### src/hw/rtl/ssort_pkg.sv
// ----------------------------------------------------------------------------
// ssort_pkg
// Shared constants and types for the selection sorter.
// ----------------------------------------------------------------------------
package ssort_pkg;

	localparam int DEPTH   = 16;
	localparam int VAL_W   = 32;
	localparam int CNT_W   = $clog2(DEPTH + 1);
	localparam int ROT_W   = (DEPTH > 1) ? $clog2(DEPTH) : 1;

	// One slot of the ring: occupancy flag and the held element.
	typedef struct packed {
		logic                    valid;
		logic signed [VAL_W-1:0] value;
	} cell_t;

endpackage

### src/hw/rtl/ssort_cell.sv
// ----------------------------------------------------------------------------
// ssort_cell
// One slot of the element ring; takes its neighbour's slot on each shift.
// ----------------------------------------------------------------------------
module ssort_cell (
	input  logic             clk,
	input  logic             arst_n,
	input  logic             en,
	input  ssort_pkg::cell_t d,
	output ssort_pkg::cell_t q
);

	logic                               valid_q;
	logic signed [ssort_pkg::VAL_W-1:0] value_q;

	always_ff @(posedge clk or negedge arst_n) begin
		if (!arst_n) begin
			valid_q <= 1'b0;
		end else if (en) begin
			valid_q <= d.valid;
		end
	end

	// payload, no reset needed
	always_ff @(posedge clk) begin
		if (en && d.valid) begin
			value_q <= d.value;
		end
	end

	assign q.valid = valid_q;
	assign q.value = value_q;

endmodule

### src/hw/rtl/ssort_xchg.sv
// ----------------------------------------------------------------------------
// ssort_xchg
// Compare-exchange at the ring's tail: keeps the smallest element seen in a
// hold register and passes the larger one (or an empty slot) back to the head.
// ----------------------------------------------------------------------------
module ssort_xchg (
	input  logic             clk,
	input  logic             arst_n,
	input  logic             en,
	input  logic             clr,
	input  ssort_pkg::cell_t tail,
	output ssort_pkg::cell_t head,
	output ssort_pkg::cell_t hold
);

	logic                               hold_valid_q;
	logic signed [ssort_pkg::VAL_W-1:0] hold_value_q;
	ssort_pkg::cell_t                   hold_q;
	ssort_pkg::cell_t                   hold_d;

	assign hold_q.valid = hold_valid_q;
	assign hold_q.value = hold_value_q;

	always_comb begin
		hold_d = hold_q;
		head   = tail;
		if (tail.valid) begin
			if (!hold_q.valid) begin
				hold_d     = tail;
				head.valid = 1'b0;
			end else if (tail.value < hold_q.value) begin
				hold_d = tail;
				head   = hold_q;
			end
		end
	end

	always_ff @(posedge clk or negedge arst_n) begin
		if (!arst_n) begin
			hold_valid_q <= 1'b0;
		end else if (clr) begin
			hold_valid_q <= 1'b0;
		end else if (en) begin
			hold_valid_q <= hold_d.valid;
		end
	end

	always_ff @(posedge clk) begin
		if (en && !clr) begin
			hold_value_q <= hold_d.value;
		end
	end

	assign hold = hold_q;

endmodule

### src/hw/rtl/selection_sorter_top.sv
// ----------------------------------------------------------------------------
// selection_sorter_top
// Batch sorter: collects signed elements, then returns them smallest first.
// ----------------------------------------------------------------------------
// Usage:
//  - Input transfer: start high while busy is low. value is stored, is_last
//    closes the batch. busy stays low after a non-final element.
//  - Up to DEPTH elements are held in a ring of cells. Further elements are
//    dropped and every result of that batch then carries overflow.
//  - After is_last, busy rises. Each result needs one full turn of the ring
//    through the compare-exchange unit at its tail, then a state in which
//    strobe is high. Results come one per turn of the ring because the
//    exchange unit holds a single comparator.
//  - Each result is presented for exactly one cycle with strobe; the last one
//    carries is_final. The receiver cannot stall, so none is held back.
//  - busy falls in the cycle after the final result; a new batch may start.
//  - Reset empties the ring, clears the count and the overflow flag.
// ----------------------------------------------------------------------------
module selection_sorter_top (
	input  logic        clk,
	input  logic        arst_n,
	input  logic        start,
	output logic        busy,
	input  logic [31:0] value,
	input  logic        is_last,
	output logic        strobe,
	output logic [31:0] sorted_value,
	output logic        is_final,
	output logic        overflow
);

	localparam logic [1:0] ST_IDLE = 2'd0;
	localparam logic [1:0] ST_SCAN = 2'd1;
	localparam logic [1:0] ST_EMIT = 2'd2;

	localparam logic [ssort_pkg::CNT_W-1:0] CNT_FULL = ssort_pkg::CNT_W'(ssort_pkg::DEPTH);
	localparam logic [ssort_pkg::CNT_W-1:0] CNT_ONE  = ssort_pkg::CNT_W'(1);
	localparam logic [ssort_pkg::ROT_W-1:0] ROT_LAST = ssort_pkg::ROT_W'(ssort_pkg::DEPTH - 1);
	localparam logic [ssort_pkg::ROT_W-1:0] ROT_ONE  = ssort_pkg::ROT_W'(1);

	logic [1:0]                   state_q;
	logic [ssort_pkg::CNT_W-1:0]  count_q;   // elements held / still to emit
	logic [ssort_pkg::ROT_W-1:0]  rot_q;     // position within one ring turn
	logic                         drop_q;

	logic             accept;
	logic             store;
	logic             scanning;
	logic             shift_en;
	ssort_pkg::cell_t head_d;
	ssort_pkg::cell_t xchg_head;
	ssort_pkg::cell_t hold;
	ssort_pkg::cell_t chain [ssort_pkg::DEPTH+1];

	assign busy     = (state_q != ST_IDLE);
	assign accept   = start && !busy;
	assign store    = accept && (count_q != CNT_FULL);
	assign scanning = (state_q == ST_SCAN);
	assign shift_en = store || scanning;

	// head of the ring: new element while loading, exchange output while sorting
	always_comb begin
		if (scanning) begin
			head_d = xchg_head;
		end else begin
			head_d.valid = 1'b1;
			head_d.value = value;
		end
	end

	assign chain[0] = head_d;

	for (genvar i = 0; i < ssort_pkg::DEPTH; i++) begin : g_cell
		ssort_cell u_cell (
			.clk    (clk),
			.arst_n (arst_n),
			.en     (shift_en),
			.d      (chain[i]),
			.q      (chain[i+1])
		);
	end

	ssort_xchg u_xchg (
		.clk    (clk),
		.arst_n (arst_n),
		.en     (scanning),
		.clr    (state_q == ST_EMIT),
		.tail   (chain[ssort_pkg::DEPTH]),
		.head   (xchg_head),
		.hold   (hold)
	);

	always_ff @(posedge clk or negedge arst_n) begin
		if (!arst_n) begin
			state_q <= ST_IDLE;
			count_q <= '0;
			rot_q   <= '0;
			drop_q  <= 1'b0;
		end else begin
			unique case (state_q)
				ST_IDLE: begin
					if (accept) begin
						if (store) begin
							count_q <= count_q + CNT_ONE;
						end else begin
							drop_q <= 1'b1;
						end
						if (is_last) begin
							state_q <= ST_SCAN;
							rot_q   <= '0;
						end
					end
				end
				ST_SCAN: begin
					// one full turn brings the minimum into the hold register
					rot_q <= rot_q + ROT_ONE;
					if (rot_q == ROT_LAST) begin
						state_q <= ST_EMIT;
					end
				end
				ST_EMIT: begin
					count_q <= count_q - CNT_ONE;
					rot_q   <= '0;
					if (count_q == CNT_ONE) begin
						state_q <= ST_IDLE;
						drop_q  <= 1'b0;
					end else begin
						state_q <= ST_SCAN;
					end
				end
				default: begin
					state_q <= ST_IDLE;
				end
			endcase
		end
	end

	assign strobe       = (state_q == ST_EMIT);
	assign sorted_value = hold.value;
	assign is_final     = (count_q == CNT_ONE);
	assign overflow     = drop_q;

endmodule
### config.mk
export PLATFORM = sky130hd
export DESIGN_NAME = selection_sorter_top
export DESIGN_NICKNAME = d
export VERILOG_FILES = /design/src/hw/rtl/ssort_pkg.sv /design/src/hw/rtl/ssort_cell.sv /design/src/hw/rtl/ssort_xchg.sv /design/src/hw/rtl/selection_sorter_top.sv
export SDC_FILE = /design/constraint.sdc
export NUM_CORES = 1
export LEC_CHECK = 0
export CAP_MARGIN = 15
export CELL_PAD_IN_SITES_DETAIL_PLACEMENT = 0
export CELL_PAD_IN_SITES_GLOBAL_PLACEMENT = 2
export CORE_UTILIZATION = 53
export DETAILED_ROUTE_END_ITERATION = 10
export DONT_BUFFER_PORTS = 1
export PLACE_DENSITY_LB_ADDON = 0.3
export SYNTH_ARGS = -nofsm -noshare
export SYNTH_HDL_FRONTEND = slang
export SYNTH_SLANG_ARGS = --single-unit
### constraint.sdc
create_clock -name clk -period 9.2 [get_ports clk]
set_input_delay 1.84 -clock clk [delete_from_list [all_inputs] [get_ports clk]]
set_output_delay 1.84 -clock clk [all_outputs]
set_load 0.05 [all_outputs]
==> results of run 1 <==
[power groups by stage]
stage | registers, mW | clock network, mW | logic [mW]
floorplan | 3.73 | 0 | 0.586
global placement | 3.78 | 0 | 0.929
detailed placement | 3.79 | 0 | 0.951
CTS | 3.75 | 2.14 | 0.952
global route | 3.79 | 2.24 | 1.02
finish | 3.74 | 2.10 | 0.934
[per-stage QoR]
step | hold slack [ns] | setup WS (ns) | std cells
2_1_floorplan | 0.400 | 4.40 | 921
3_3_place_gp | 0.400 | 4.99 | 1378
3_5_place_dp | 0.405 | 4.95 | 1378
4_1_cts | 0.413 | 4.90 | 1472
5_1_grt | 0.413 | 4.84 | 1473
6_report | 0.413 | 4.92 | 1475
[routing by layer]
metal,part of all wire [%],wire [um],track usage (%)
met1,45,16700,30.3
met2,47,17400,31.4
met3,6.5,2420,3.91
met4,2.4,912,6.11
met5,0,0,0
[kinds of logic (layout without fill, tap and decap cells)]
| kind of cell | Yosys count | in the layout | synth area share [%] |
|---|---|---|---|
| adder cells (fa/ha/maj) | 41 | 41 | 2.62 |
| flip-flops | 573 | 573 | 87.3 |
| multiplexers | 1 | 1 | 0.0512 |
| AO/OA/AOI/OAI | 158 | 158 | 6.26 |
| AND/OR/NAND/NOR | 78 | 78 | 2.17 |
| buffers and inverters | 65 | 155 | 1.38 |
| XOR/XNOR | 5 | 5 | 0.224 |
| other | 0 | 3 | 0 |
[path summary, 6_finish.rpt]
kind | start | to | slack (ns) | depth (start not counted)
min in group asynchronous | arst_n | count_q[2] | 0.96 | 0
max reg2reg | u_xchg.hold_value_q[6] | u_xchg.hold_value_q[16] | 4.92 | 9
min reg2reg | g_cell[5].u_cell.value_q[17] | g_cell[6].u_cell.value_q[17] | 0.41 | 0
min | g_cell[5].u_cell.value_q[17] | g_cell[6].u_cell.value_q[17] | 0.41 | 0
max | u_xchg.hold_value_q[6] | u_xchg.hold_value_q[16] | 4.92 | 9
max in group asynchronous | arst_n | g_cell[12].u_cell.valid_q | 8.15 | 0
[flip-flops by register name (all words and copies together), names as in the netlist]
signal                 count
u_xchg.hold_valid_q        1
count_q                    5
g_cell.u_cell.value_q    512
u_xchg.hold_value_q       32
g_cell.u_cell.valid_q     16
state_q                    2
rot_q                      4
overflow                   1
[cell usage in the layout (no fill, tap or decap), types with 2 or more instances in the layout]
cell | synthesis | layout
a22oi_1 | 31 | 31
a31oi_1 | 2 | 2
nand2_1 | 19 | 19
nor2_1 | 12 | 10
inv_1 | 39 | 39
nand3_1 | 11 | 11
clkinv_2 | 0 | 8
nor2b_2 | 0 | 5
nand4_1 | 3 | 3
o2bb2ai_1 | 31 | 31
nand2b_1 | 2 | 2
bufinv_16 | 0 | 3
dfrtp_1 | 29 | 29
clkbuf_16 | 0 | 57
a21oi_1 | 24 | 22
xor2_1 | 4 | 4
nand3b_1 | 2 | 2
and3_1 | 3 | 2
edfxtp_1 | 544 | 544
o21ai_0 | 13 | 13
nor2b_4 | 0 | 10
a221oi_1 | 2 | 2
clkbuf_1 | 19 | 10
clkinv_1 | 0 | 16
diode_2 | 0 | 3
a21o_1 | 16 | 16
a221o_1 | 31 | 31
ha_1 | 41 | 41
buf_4 | 0 | 22
a21oi_4 | 0 | 2
nor3_1 | 4 | 3
[cell type report]
| class | count | share of cell area (%) |
|---|---|---|
| diodes | 3 | 0.0342 |
| inverters | 39 | 0.666 |
| repair buffers | 22 | 0.752 |
| well taps | 461 | 2.63 |
| clock inverters | 27 | 0.866 |
| flip-flops and latches | 573 | 77.7 |
| multi-input cells | 283 | 10.7 |
| clock buffers | 67 | 6.66 |
==> metrics.txt, run 1 <==
status=completed; WS Path Type=flop to flop; synthesis-stage register bit count=573; via count of the first global-routing pass=8696; Worst Path Arrival=4.51 ns; crit-path cells=inv_1 -> ha_1 -> and4_1 -> a221oi_1 -> a211oi_1 -> o311ai_2 -> nand3_1 -> a21oi_4 -> buf_4; CP delay by family, top=compound AO/OA/AOI/OAI gates; die area=0.0376 sq mm; Starting Density=54.4%; ys flop type=edfxtp_1; number of synthesis warnings=0; Worst setup SP type=flop; Post-Route Setup TNS=0 ns; Yosys cell types=42; # port buffers=0; initial antenna violation count=2; Slowest-stage cell, CP=edfxtp_1; count of final setup violators=0; Area Growth Syn to Fin=12.4%; DRT Wirelength=37400 um; Mapped Area=0.0195 sq mm; total power draw=6.77 mW; Gates resized, CTS repair=0; Worst slew margin=23.8%; clk sinks=573; # Post-CTS Setup Buffers=0; Max H-tree Level=2; Comb power frac=13.8%; crit-path max FO=22; CTS tree=done; Worst Skew=0.0215 ns; PwrDens=308 mW/mm^2; HP Class=flop to flop; largest net degree at the start of global routing=37; synth cell count leaders=edfxtp_1, ha_1, inv_1; GP Congestion=0.771; CP max stage delay=0.72 ns; CTS root buf=clkbuf_16; syn_area_per_cell=21.2 sq um; share of power burned in registers=55.2%; Total GRT Usage=20.5%; cells after synthesis=921; ANT nets after route=0; Post-synth EDFFs=544; Clock power frac=31.0%; Slew Viols, Final=0; clk slew on worst S/H paths=0.06 ns; syn_nets=998; required time of the critical path=9.42 ns; Core ar.=0.0359 sq mm; slew at the pin with the worst max-slew slack=1.14 ns; Num CTS Buffers=55; Leak=7.42 nW; register area=0.0171 sq mm; Max-cap violations=0; Skew-Pair Late Insertion Delay=0.57 ns; WL per Instance=25.4 um; min Tclk post-route=4.28 ns; Net Sw Power=1.79 mW; Final Hold Viols=0; Die H=194 um; total congestion overflow=0; most frequent cell after synthesis=edfxtp_1; Top Ports=72; sequential fraction of the synthesis area=87.3%; global-route wire length before repair=56200 um; row count=69; final cell utilization of the core=61.2%; share of the synthesized area in the top cell type=83.6%; HPWL Detailed=21500 um; endpoint type of the worst setup path=flop; ys async rst share=5.06%; switching part of the total=26.5%; drt pass-1 iters=5; fill cell count=2511; Nets=1051; Max IR drop VDD=0.181 mV; Post-CTS Hold Buffers=0; Final Cycle Share=46.6%; area of the multi-input gates=0.00235 sq mm; share of cells above drive strength 1=11.5%; Synth area leader=edfxtp_1; CTS max path bufs=3; internal power=4.98 mW; RSZ-0062 raised after global routing=false; DRC=0; drt initial violations=664; final instance area=0.0220 sq mm; Vias=8617; Peak Freq=0.233 GHz; via/cell ratio=5.84; largest cells by area after synthesis=edfxtp_1, dfrtp_1, ha_1, a221o_1, o2bb2ai_1; worst path bufs/invs=2; Die Span X=194 um; Placed Area=0.0203 sq mm
Note: power is estimated with default switching activity, not from simulation.
==> run 2: changes to the inputs <==
ABC_AREA = 1   (was unset)
CORE_UTILIZATION = 49   (was 53)
clock period = 4.1 ns   (was 9.2 ns; I/O delays follow)
==> metrics.txt, run 2 <==
clk sinks=573 (unchanged); Max IR drop VDD=0.506 mV (was 0.181 mV); drt initial violations=584 (was 664); Largest regs=g_cell.u_cell.value_q: 512 flops, u_xchg.hold_value_q: 32 flops, g_cell.u_cell.valid_q: 16 flops (unchanged); Max-cap violations=0 (unchanged); DRC=0 (unchanged); Final Cycle Share=79.6% (was 46.6%); diodes inserted=0 (was 3); crit-path most repeated cell=nand2_1; HP Class=primary input to asynchronous set/reset pin (was flop to flop); Max H-tree Level=2 (unchanged); share of the synthesized area in the top cell type=81.3% (was 83.6%); count of final setup violators=0 (unchanged); total congestion overflow=0 (unchanged); syn_nets=1133 (was 998); Worst setup SP type=flop (unchanged); largest net degree at the start of global routing=34 (was 37); Crit. Startpoint=u_xchg.hold_value_q[11] (was u_xchg.hold_value_q[6]); CP max stage delay=0.68 ns (was 0.72 ns); Worst Path Arrival=3.50 ns (was 4.51 ns); CTS root buf=clkbuf_16 (unchanged); cells after synthesis=1056 (was 921); GP Congestion=0.783 (was 0.771); initial antenna violation count=1 (was 2); WS Path Type=flop to flop (unchanged); slew at the pin with the worst max-slew slack=1.05 ns (was 1.14 ns); Largest register FFs=512 (unchanged); Largest Register=g_cell.u_cell.value_q (unchanged); status=completed (unchanged); number of synthesis warnings=0 (unchanged); reg-to-reg endpoint=u_xchg.hold_value_q[12] (was u_xchg.hold_value_q[16]); Vias=8436 (was 8617); Yosys cell types=35 (was 42); most frequent cells in the layout=edfxtp_1, inv_1, nand2_1 (was edfxtp_1, clkbuf_16, ha_1); synthesis-stage register bit count=573 (unchanged); Leak=7.96 nW (was 7.42 nW); HPWL Detailed=22100 um (was 21500 um); Die H=204 um (was 194 um); Worst Skew=0.0204 ns (was 0.0215 ns); Gates resized, CTS repair=0 (unchanged); die area=0.0418 sq mm (was 0.0376 sq mm); syn_area_per_cell=19.0 sq um (was 21.2 sq um); Core ar.=0.0401 sq mm (was 0.0359 sq mm); ANT nets after route=0 (unchanged); CTS tree=done (unchanged); Worst setup endpoint=u_xchg.hold_value_q[12] (was u_xchg.hold_value_q[16]); endpoint type of the worst setup path=flop (unchanged); ys flop type=edfxtp_1 (unchanged); synth cell count leaders=edfxtp_1, inv_1, nand2_1, ha_1, nand4_1 (was edfxtp_1, ha_1, inv_1); drt pass-1 iters=5 (unchanged); Reg2Reg Depth=15 (was 9); Skew-Pair Late Insertion Delay=0.59 ns (was 0.57 ns); Mapped Area=0.0201 sq mm (was 0.0195 sq mm); Post-Route Setup TNS=0 ns (unchanged); commonest non-fill, non-tap cell in the layout=edfxtp_1 (unchanged); Reg2Reg Setup Slack=0.84 ns (was 4.92 ns); Total GRT Usage=16.0% (was 20.5%); most frequent cell after synthesis=edfxtp_1 (unchanged); Placed Area=0.0209 sq mm (was 0.0203 sq mm); Top Ports=72 (unchanged); Num CTS Buffers=54 (was 55); CP delay by family, top=buffers and inverters (was compound AO/OA/AOI/OAI gates); min Tclk post-route=3.26 ns (was 4.28 ns); Synth area leader=edfxtp_1 (unchanged); via/cell ratio=4.97 (was 5.84); crit-path max FO=32 (was 22); row count=73 (was 69); share of cells above drive strength 1=19.7% (was 11.5%); PwrDens=698 mW/mm^2 (was 308 mW/mm^2); # port buffers=0 (unchanged); DRT Wirelength=32000 um (was 37400 um); Slew Viols, Final=0 (unchanged); WL per Instance=18.8 um (was 25.4 um); Nets=1205 (was 1051); Critical R2R Launch=u_xchg.hold_value_q[11] (was u_xchg.hold_value_q[6]); Final Hold Viols=0 (unchanged); via count of the first global-routing pass=8042 (was 8696); Slowest-stage cell, CP=edfxtp_1 (unchanged); global-route wire length before repair=48600 um (was 56200 um); Area Growth Syn to Fin=12.8% (was 12.4%); CTS max path bufs=3 (unchanged); crit-path cells=inv_1 -> ha_1 -> a21oi_1 -> o21ai_0 -> a21oi_1 -> nand2_1 -> nand2_1 -> nand2_2 -> nand2_2 -> buf_4 -> nand2_1 -> nand2_1 -> nand3_1 -> inv_1 -> buf_4 (was inv_1 -> ha_1 -> and4_1 -> a221oi_1 -> a211oi_1 -> o311ai_2 -> nand3_1 -> a21oi_4 -> buf_4); Peak Freq=0.307 GHz (was 0.233 GHz); Worst slew margin=29.8% (was 23.8%); final instance area=0.0226 sq mm (was 0.0220 sq mm); RSZ-0062 raised after global routing=false (unchanged); # Post-CTS Setup Buffers=0 (unchanged); critical path depth=15 (was 9); clk slew on worst S/H paths=0.06 ns (about the same); Die Span X=204 um (was 194 um); Post-synth EDFFs=544 (unchanged); total power draw=15.8 mW (was 6.77 mW); required time of the critical path=4.34 ns (was 9.42 ns); ys async rst share=5.06% (unchanged); largest cells by area after synthesis=edfxtp_1, dfrtp_1, ha_1, inv_1, nand2_4 (was edfxtp_1, dfrtp_1, ha_1, a221o_1, o2bb2ai_1); Starting Density=50.1% (was 54.4%); sequential fraction of the synthesis area=85.0% (was 87.3%); worst path bufs/invs=4 (was 2)
[run 2: cell count changes after synthesis, sizes merged, moves of 15 or more]
| cell | delta |
|---|---|
| a21o | -15 |
| a221o | -31 |
| a22oi | -31 |
| inv | +66 |
| nand2 | +123 |
| nand3 | +28 |
| nand4 | +29 |
| nor2 | +19 |
| nor2b | -16 |
| o2bb2ai | -31 |
[run 2: layer usage]
metal  global-route usage (%)  up-vias  share of wire [%]
li1                         -     4023                  -
met1                     27.4     4112                 52
met2                     19.3      254                 38
met3                     4.03       47                7.8
met4                     5.30        0                2.0
met5                        0        -                  0
[run 2: worst min-delay path by stage]
stage / from / to / slack, ns / cells after the start
finish: arst_n / g_cell[2].u_cell.valid_q / 0.04 / 1
global route: arst_n / g_cell[3].u_cell.valid_q / 0.03 / 1
CTS: arst_n / g_cell[4].u_cell.valid_q / 0.02 / 1
detailed placement: g_cell[9].u_cell.value_q[0] / g_cell[10].u_cell.value_q[0] / 0.40 / 0
global placement: g_cell[3].u_cell.value_q[27] / g_cell[4].u_cell.value_q[27] / 0.40 / 0
floorplan: g_cell[9].u_cell.value_q[0] / g_cell[10].u_cell.value_q[0] / 0.40 / 0
[run 2: worst register-to-register path, delay by kind of cell, from the launching register on]
family          cells  cell delay [ns]
buf+inv             4             0.89
compound gates      3             0.38
simple gates        7             0.63
flops               1             0.68
fa+ha+maj           1             0.31
[run 2: logic make-up (layout without fill, tap and decap cells)]
family          after synthesis  count (layout)  share of synthesized area (%)
xor+xnor                      6               6                          0.262
buf+inv                     130             247                           2.77
fa+ha+maj                    41              41                           2.55
flops                       573             573                           85.0
simple gates                250             250                           7.79
compound gates               56              56                           1.67
[run 2: report_power, final]
part	leakage [nW]	switching, mW	internal [mW]
Clock	0.814	2.07	2.65
Combinational	1.79	1.74	0.535
Sequential	5.35	0.481	8.34
Total	7.96	4.29	11.5
[run 2: what timing repair did]
action                                  CTS  global route
hold endpoints to repair                 29             0
endpoints found under the setup margin    0             0
hold buffers                              1             0
[run 2: final cells by class]
| class | instances | area (sq um) |
|---|---|---|
| Clock inverter | 40 | 297 |
| Inverter | 107 | 402 |
| Fill cell | 3009 | 17400 |
| Sequential cell | 573 | 17100 |
| Multi-Input combinational cell | 353 | 2510 |
| Tap cell | 525 | 657 |
| Timing Repair Buffer | 39 | 318 |
| Clock buffer | 61 | 1400 |
[run 2: per-stage QoR]
stage / hold slack (ns) / instances / util [%] / worst slack [ns]
2_1_floorplan: 0.400 / 1056 / - / 1.01
3_3_place_gp: 0.400 / 1596 / 52.2 / 0.839
3_5_place_dp: 0.405 / 1596 / 52.2 / 0.839
4_1_cts: 0.0167 / 1698 / 56.5 / 0.814
5_1_grt: 0.0326 / 1698 / 56.5 / 0.467
6_report: 0.0436 / 1698 / 56.5 / 0.838
